File: src/rtl/shli_ram.sv
// ---------------------------------------------------------------------------
// shli_ram - generic single-port-write, single-port-read RAM
// One write and one read per cycle, read data registered.
// ---------------------------------------------------------------------------
module shli_ram #(
  parameter int WIDTH = 8,
  parameter int DEPTH = 32
) (
  input  logic                     clk,
  input  logic                     wr_en,
  input  logic [$clog2(DEPTH)-1:0] wr_addr,
  input  logic [WIDTH-1:0]         wr_data,
  input  logic [$clog2(DEPTH)-1:0] rd_addr,
  output logic [WIDTH-1:0]         rd_data
);

  logic [WIDTH-1:0] mem [DEPTH];
  logic [WIDTH-1:0] rd_data_r;

  // Write port and registered read port
  always_ff @(posedge clk) begin
    if (wr_en) begin
      mem[wr_addr] <= wr_data;
    end
    rd_data_r <= mem[rd_addr];
  end

  assign rd_data = rd_data_r;

endmodule

File: config.mk
export PLATFORM = sky130hd
export DESIGN_NAME = shli_ram
export DESIGN_NICKNAME = d
export VERILOG_FILES = /design/src/rtl/shli_ram.sv
export SDC_FILE = /design/constraint.sdc
export NUM_CORES = 1
export LEC_CHECK = 0
export BUFFER_PORTS_ARGS = -buffer_cell sky130_fd_sc_hd__buf_2
export CAP_MARGIN = 20
export CORE_ASPECT_RATIO = 1.1
export CORE_MARGIN = 1
export CORE_UTILIZATION = 61
export DETAILED_ROUTE_END_ITERATION = 10
export PLACE_DENSITY = 0.74
export SETUP_SLACK_MARGIN = 0.4
export SYNTH_ARGS = -nofsm -noshare
export SYNTH_HDL_FRONTEND = slang
export SYNTH_SLANG_ARGS = --single-unit
File: constraint.sdc
create_clock -name clk -period 2.5 [get_ports clk]
set_input_delay 0.25 -clock clk [delete_from_list [all_inputs] [get_ports clk]]
set_output_delay 0.25 -clock clk [all_outputs]
set_load 0.05 [all_outputs]
After elaboration in Yosys (flattened, before gate mapping) --
Memories as Yosys holds them, arrays and structs flattened. A register that Yosys moved wholly into a read port is not among the register bits. Cells that the tools add are included.
Cells by class: add/sub/neg operators 0, $mul 0, div/mod/pow operators 0, magnitude comparators 0, equal/unequal tests 0, shift-type cells 0, muxes and demuxes 2, bitwise operators 0, reductions and logical operators 0
Operators with widths (count):
- $mux W1 | 2
Word-level totals: register bits after elaboration 0, bits in latches 0, memory bits (writable) 256, bits in read-only memories 0, bits of input ports 20, output and inout port bits 8, logic and storage cells 3, memories kept 1
Memory list:
- mem | depth 32, width 8, read ports 1, clocked after Yosys merged registers in 1, write ports 1, RTL line 17 | logic [WIDTH-1:0] mem [DEPTH];

Longest topological paths before layout --
Gate-level depths: netlist of the first run.
depth in word-level cells 2, gate-level depth with buffers 5, depth with buffers taken out 3

Worst setup path before layout of the first run --
No wires, ideal clock.
kind in2reg, start point input port rd_addr[2], end point register rd_data_r[0], in the netlist rd_data[0] (read register of mem), setup time 0.121 ns, data arrival time 1.932 ns, data required time 2.379 ns, path slack 0.448 ns, cell stages on the path 5, path buffers 2, cells stage by stage clkbuf_1 -> clkbuf_1 -> mux4_2 -> mux4_2 -> mux2_2
RTL lines:
- from (decl) | RTL line 13 | input logic [$clog2(DEPTH)-1:0] rd_addr,
- to (decl) | RTL line 18 | logic [WIDTH-1:0] rd_data_r;

==> summary.md, run 1 <==
| Metric | Value |
|---|---|
| Largest cells by area after synthesis | edfxtp_1, mux4_2, dfxtp_1, nor2_1, mux2_2 |
| Diode count | 0 |
| Setup WS pre-CTS | 0.371 ns |
| Clock Latency Late Sink | 0.51 ns |
| Number of distinct library cells after synthesis | 15 |
| Residual DRC | 0 |
| Pwr Density | 805 nW/um2 |
| Worst Clk Skew | 0.0114 ns |
| Fin crit period | 1.82 ns |
| Pre-antenna DRT Iters | 5 |
| FMAX | 0.548 GHz |
| Total Wirelength | 19300 um |
| Number of DRC markers in iteration 0 | 684 |
| Die area | 17000 um2 |
| Critical path peak fanout | 1 |
| Post-synth top area share | 76.5% |
| Fin Hold WS | 0.216 ns |
| Worst Path Required | 2.89 ns |
| Slew Viols, Final | 0 |
| Global-route wire length before repair | 29300 um |
| Max Cap Viol | 0 |
| R2r startpoint | mem[13][3]$_DFFE_PP_ |
| Core Area | 15900 um2 |
| Total power draw | 9.21 mW |
| FF+latch area | 7850 um2 |
| Initial Util | 63.2% |
| Share of the clock period used by the worst path | 73.0% |
| Worst hold path startpoint | rd_addr[3] |
| Switching component of the power | 1.85 mW |
| Cells after synthesis | 417 |
| Vias per cell | 6.51 |
| Fin util | 71.8% |
| Register area share after synthesis | 78.1% |
| Combinational power share | 5.7% |
| Max clock buf depth | 3 |
| Crit end category | register |
| Root buf cell | clkbuf_16 |
| Clk network pwr share | 40.6% |
| Total CTS buffers | 25 |
| Internal power | 7.36 mW |
| Sw Share | 20.1% |
| Num ports | 28 |
| Final hold violations | 0 |
| Static Leakage | 3.66 nW |
| Area of the multi-input gates | 2100 um2 |
| Vias | 4559 |
| Unrepaired setup endpoints after global routing | no |
| Largest net degree at the start of global routing | 65 |
| Cts hold-fix bufs | 0 |
| Critical path data arrival time | 2.22 ns |
| Antenna-violating nets left | 0 |
| Post-CTS sizing | 0 |
| Initial antenna violation count | 0 |
| GRT Total Usage | 24.2% |
| Worst Max-Slew Pin Slew | 0.825 ns |
| R2R setup slack | 0.68 ns |
| CTS H-tree depth | 1 |
| Die H | 137 um |
| Register share of total power | 53.8% |
| Worst hold path type | input pin to register |
| Worst Setup SP | mem[13][3]$_DFFE_PP_ |
| Maximum vdd ir drop | 0.779 mV |
| Area grow syn2layout | 13.7% |
| Routed len/inst | 27.6 um |
| Critical path startpoint category | register |
| I/O Buffers | 27 |
| Die width | 124 um |
| Grt total ovfl | 0 |
| WS Path Type | register to register |
| # fillers | 874 |
| Cell type with the largest total area after synthesis | edfxtp_1 |
| Fin worst setup slack | 0.676 ns |
| Clk pin slew, worst setup/hold paths | 0.07 ns |
| Setup violators final | 0 |
| Worst slew margin | 44.8% |
| Syn Nets | 437 |
| Status | finished clean |
| Syn Std Cell Area | 10100 um2 |
| Nets | 504 |
| # clock sinks | 264 |
| Post-DP HPWL | 11700 um |
| Share of cells above drive strength 1 | 36.6% |
| Post-CTS Setup Bufs | 0 |
| Ys Warns | 0 |
| Syn_area_per_cell | 24.1 um2 |
| CTS tree | done |
| Placement Rows | 48 |
| Vias in the first global route | 4518 |
| Setup tns final | 0 ns |
| Synth Register Bits | 264 |
| GP Congestion | 0.747 |
## path summary, 6_finish.rpt
| path | end | cells after the start |
|---|---|---|
| hold reg to reg | rd_data[4]$_DFF_P_ | 3 |
| setup reg to reg | rd_data[3]$_DFF_P_ | 3 |
| hold / removal | rd_data[5]$_DFF_P_ | 2 |
| setup / recovery | rd_data[3]$_DFF_P_ | 3 |
## layout make-up
class / instances / area share, %
well taps: 200 / 2.19
flip-flops and latches: 264 / 68.6
multi-input cells: 133 / 18.4
clock inverters: 15 / 1.44
repair buffers: 60 / 3.81
clock buffers: 28 / 5.57
## critical path, stage by stage (launching register included)
cell,delay [ns]
edfxtp_1,0.37
mux4_2,0.52
mux4_2,0.53
mux2_2,0.29
## layer usage
metal | global-route usage, % | up-vias | routed length (um)
met5 | 0 | - | 0
met4 | 5.82 | 0 | 258
met3 | 3.60 | 22 | 1590
met2 | 36.3 | 222 | 9150
met1 | 38.4 | 2406 | 8340
li1 | - | 1909 | -
## cells by family (layout without fill, tap and decap cells)
family / Yosys count / count (layout) / share of synthesized area (%)
AND/OR/NAND/NOR: 45 / 45 / 2.07
buffers and inverters: 20 / 103 / 1.06
flip-flops: 264 / 264 / 78.1
multiplexers: 88 / 88 / 18.8
## power by group through the flow
| stage | Combinational, mW | Sequential, mW | Clock [mW] |
|---|---|---|---|
| final | 0.521 | 4.95 | 3.74 |
| after global routing | 0.552 | 4.95 | 3.96 |
| after CTS | 0.527 | 4.95 | 3.79 |
| after detailed placement | 0.522 | 5.05 | 0 |
| after global placement | 0.509 | 5.04 | 0 |
| after floorplan | 0.262 | 5.09 | 0 |
## stage by stage
stage                     instance area [um2]  cells
after floorplan                         10100    417
after global placement                  10600    657
after detailed placement                10600    657
after CTS                               11400    700
after global routing                    11400    700
final                                   11400    700
## placed cells by master, fill, tap and decap left out, drive strengths merged
master / n
edfxtp: 256
mux4: 80
buf: 60
nor2: 33
clkbuf: 28
clkinv: 11
mux2: 8
dfxtp: 8
nand3b: 5
bufinv: 4
or3b: 3
nand3: 2
nand2: 1
or3: 1
## registers in the layout, summed over array words and instances, names as in the netlist
register	count
mem	256
rd_data	8
## cell usage after synthesis
cell type    n
buf_1        6
buf_2        1
buf_4        6
buf_6        1
clkbuf_1     6
dfxtp_1      8
edfxtp_1   256
mux2_2       8
mux4_2      80
nand2_1      1
nand3_1      2
nand3b_1     5
nor2_1      33
or3_1        1
or3b_2       3
No activity file was read; power rests on OpenSTA's default activity.
==> inputs of run 2 (changes only) <==
==> constraint.sdc (replaced) <==
create_clock -name clk -period 1.8 [get_ports clk]
set_input_delay 0.18 -clock clk [delete_from_list [all_inputs] [get_ports clk]]
set_output_delay 0.18 -clock clk [all_outputs]
set_load 0.05 [all_outputs]
==> run 2 against run 1 <==
Against the previous run: largest power group unchanged; sequential cell count unchanged; worst hold slack got worse by 0.10 ns; global-route usage is 1.4 points higher; core utilization grew 1.4 points; worst setup slack worse by 0.70 ns; register-to-register slack worse by 0.70 ns; routed wire length increased by 6.1%; the run now ends with setup timing left; sequential share of layout area shrank 1.3 points; critical endpoint is now rd_data[1]$_DFF_P_; largest cell class unchanged.
==> summary.md, run 2 (synthesis gave the netlist of run 1 again) <==
| Metric | Value |
|---|---|
| Post-DP HPWL | 12900 um (+9.7%) |
| Initial Util | 63.2% (unchanged) |
| Status | complete, but fails checks |
| Core Area | 15900 um2 (unchanged) |
| Largest net degree at the start of global routing | 33 (-49%) |
| Final hold violations | 0 (unchanged) |
| Setup WS pre-CTS | -0.319 ns (-0.690 ns) |
| Share of cells above drive strength 1 | 39.9% (+3.3 points) |
| Unrepaired setup endpoints after global routing | yes |
| Slew Viols, Final | 0 (unchanged) |
| Pwr Density | 1110 nW/um2 (+37%) |
| CTS tree | done |
| Vias in the first global route | 4752 (+5.2%) |
| I/O Buffers | 27 (unchanged) |
| Fin Hold WS | 0.114 ns (-0.101 ns) |
| # fillers | 871 (-0.34%) |
| Die H | 137 um (unchanged) |
| Routed len/inst | 29.0 um (+5.2%) |
| Worst Clk Skew | 0.0102 ns (-0.00124 ns) |
| Commonest non-fill, non-tap cell in the layout | edfxtp_1 |
| Clk pin slew, worst setup/hold paths | 0.06 ns (about the same) |
| Critical-path cell with the highest stage delay | mux4_2 |
| Vias | 4581 (+0.48%) |
| Most numerous cell on the critical path | mux4_2 |
| Critical path's largest stage delay | 0.54 ns (about the same) |
| Global-route wire length before repair | 30800 um (+5.0%) |
| Setup violators final | 4 (+4) |
| Die width | 124 um (unchanged) |
| Critical path startpoint category | register |
| Failing checks | setup timing |
| GP Congestion | 0.746 (about the same) |
| Grt total ovfl | 0 (unchanged) |
| Fin worst setup slack | -0.0235 ns (-0.699 ns) |
| Antenna-violating nets left | 0 (unchanged) |
| GRT Total Usage | 25.6% (+1.4 points) |
| Max reg flops | 256 (unchanged) |
| Commonest cells after routing, fill and taps aside | edfxtp_1, mux4_2, clkbuf_16, buf_4, buf_2 |
| Num ports | 28 (unchanged) |
| Area grow syn2layout | 15.9% |
| FMAX | 0.548 GHz (about the same) |
| DP Area | 10800 um2 (+1.6%) |
| # clock sinks | 264 (unchanged) |
| Worst Path Required | 2.20 ns (-0.69 ns) |
| Worst hold path type | input pin to register |
| Max Cap Viol | 0 (unchanged) |
| CTS H-tree depth | 1 (unchanged) |
| Total Wirelength | 20500 um (+6.1%) |
| Crit end category | register |
| Clock Latency Late Sink | 0.51 ns (about the same) |
| Share of the clock period used by the worst path | 101% (+28 points) |
| Vias per cell | 6.49 (-0.37%) |
| WS Path Type | register to register |
| Critical path data arrival time | 2.23 ns (about the same) |
| Final Cell Area | 11700 um2 (+1.9%) |
| Crit path cell chain | mux4_2 -> mux4_2 -> mux2_4 |
| Root buf cell | clkbuf_16 |
| Die area | 17000 um2 (unchanged) |
| Diode count | 0 (unchanged) |
| Largest Register | mem |
| Worst Max-Slew Pin Slew | 0.627 ns (-0.198 ns) |
| Total power draw | 12.9 mW (+40%) |
| Residual DRC | 0 (unchanged) |
| Number of DRC markers in iteration 0 | 564 (-18%) |
| Cts hold-fix bufs | 0 (unchanged) |
| Worst slew margin | 58.2% (+13 points) |
| Pre-antenna DRT Iters | 4 (-1) |
| Placement Rows | 48 (unchanged) |
| Static Leakage | 3.72 nW (+1.7%) |
| Initial antenna violation count | 1 (+1) |
| Max clock buf depth | 3 (unchanged) |
| Total CTS buffers | 26 (+4.0%) |
| Fin crit period | 1.82 ns (-0.000538 ns) |
| Critical path peak fanout | 1 (unchanged) |
| Nets | 508 (+0.79%) |
| Maximum vdd ir drop | 0.903 mV (+16%) |
[run 2: changes by cell type in the layout (fill, tap and decap cells not counted), sizes merged]
cell,delta
clkinvlp,+1
bufinv,-1
buf,+3
clkbuf,+3
[run 2: layout make-up]
cell class	instances	area (um2)	share of cell area, %
clock buffers	31	691	5.93
clock inverters	15	143	1.22
multi-input cells	133	2190	18.8
flip-flops and latches	264	7850	67.3
well taps	200	250	2.15
repair buffers	63	533	4.57
[run 2: timing repair]
action / CTS / global route
setup buffers: 0 / 0
gates resized for setup: 1 / 3
setup endpoints to repair: 8 / 8
[run 2: power by group]
group	internal [mW]	leakage, nW	switching, mW
clock	3.14	0.404	2.10
sequential	6.84	2.37	0.0269
combinational	0.318	0.947	0.459
total	10.3	3.72	2.59
[run 2: worst paths after layout]
kind,cells after the start,slack (ns),endpoint,from
max,3,-0.02,rd_data[1]$_DFF_P_,mem[31][1]$_DFFE_PP_
min,2,0.11,rd_data[2]$_DFF_P_,rd_addr[3]
max reg2reg,3,-0.02,rd_data[1]$_DFF_P_,mem[31][1]$_DFFE_PP_
min reg2reg,3,0.91,rd_data[2]$_DFF_P_,mem[12][2]$_DFFE_PP_
[run 2: metal layers]
| layer | GRT usage, % | wire length, um | vias to the layer above |
|---|---|---|---|
| met3 | 4.14 | 1500 | 27 |
| met2 | 40.1 | 9890 | 190 |
| met4 | 5.76 | 286 | 2 |
| met1 | 39.0 | 8820 | 2442 |
| li1 | - | - | 1920 |
| met5 | 0 | 13 | - |
[run 2: critical path, delay by kind of cell, from the launching register on]
family        cells  cell delay (ns)
flip-flops        1             0.38
multiplexers      3             1.33
[run 2: stage by stage]
step	TNS (ns)	utilization [%]	std cells
detailed placement	-2.36	67.9	660
finish	-0.0657	73.2	706
global route	-0.235	73.2	706
global placement	-2.25	67.9	660
CTS	-0.161	73.2	706
floorplan	0	-	417
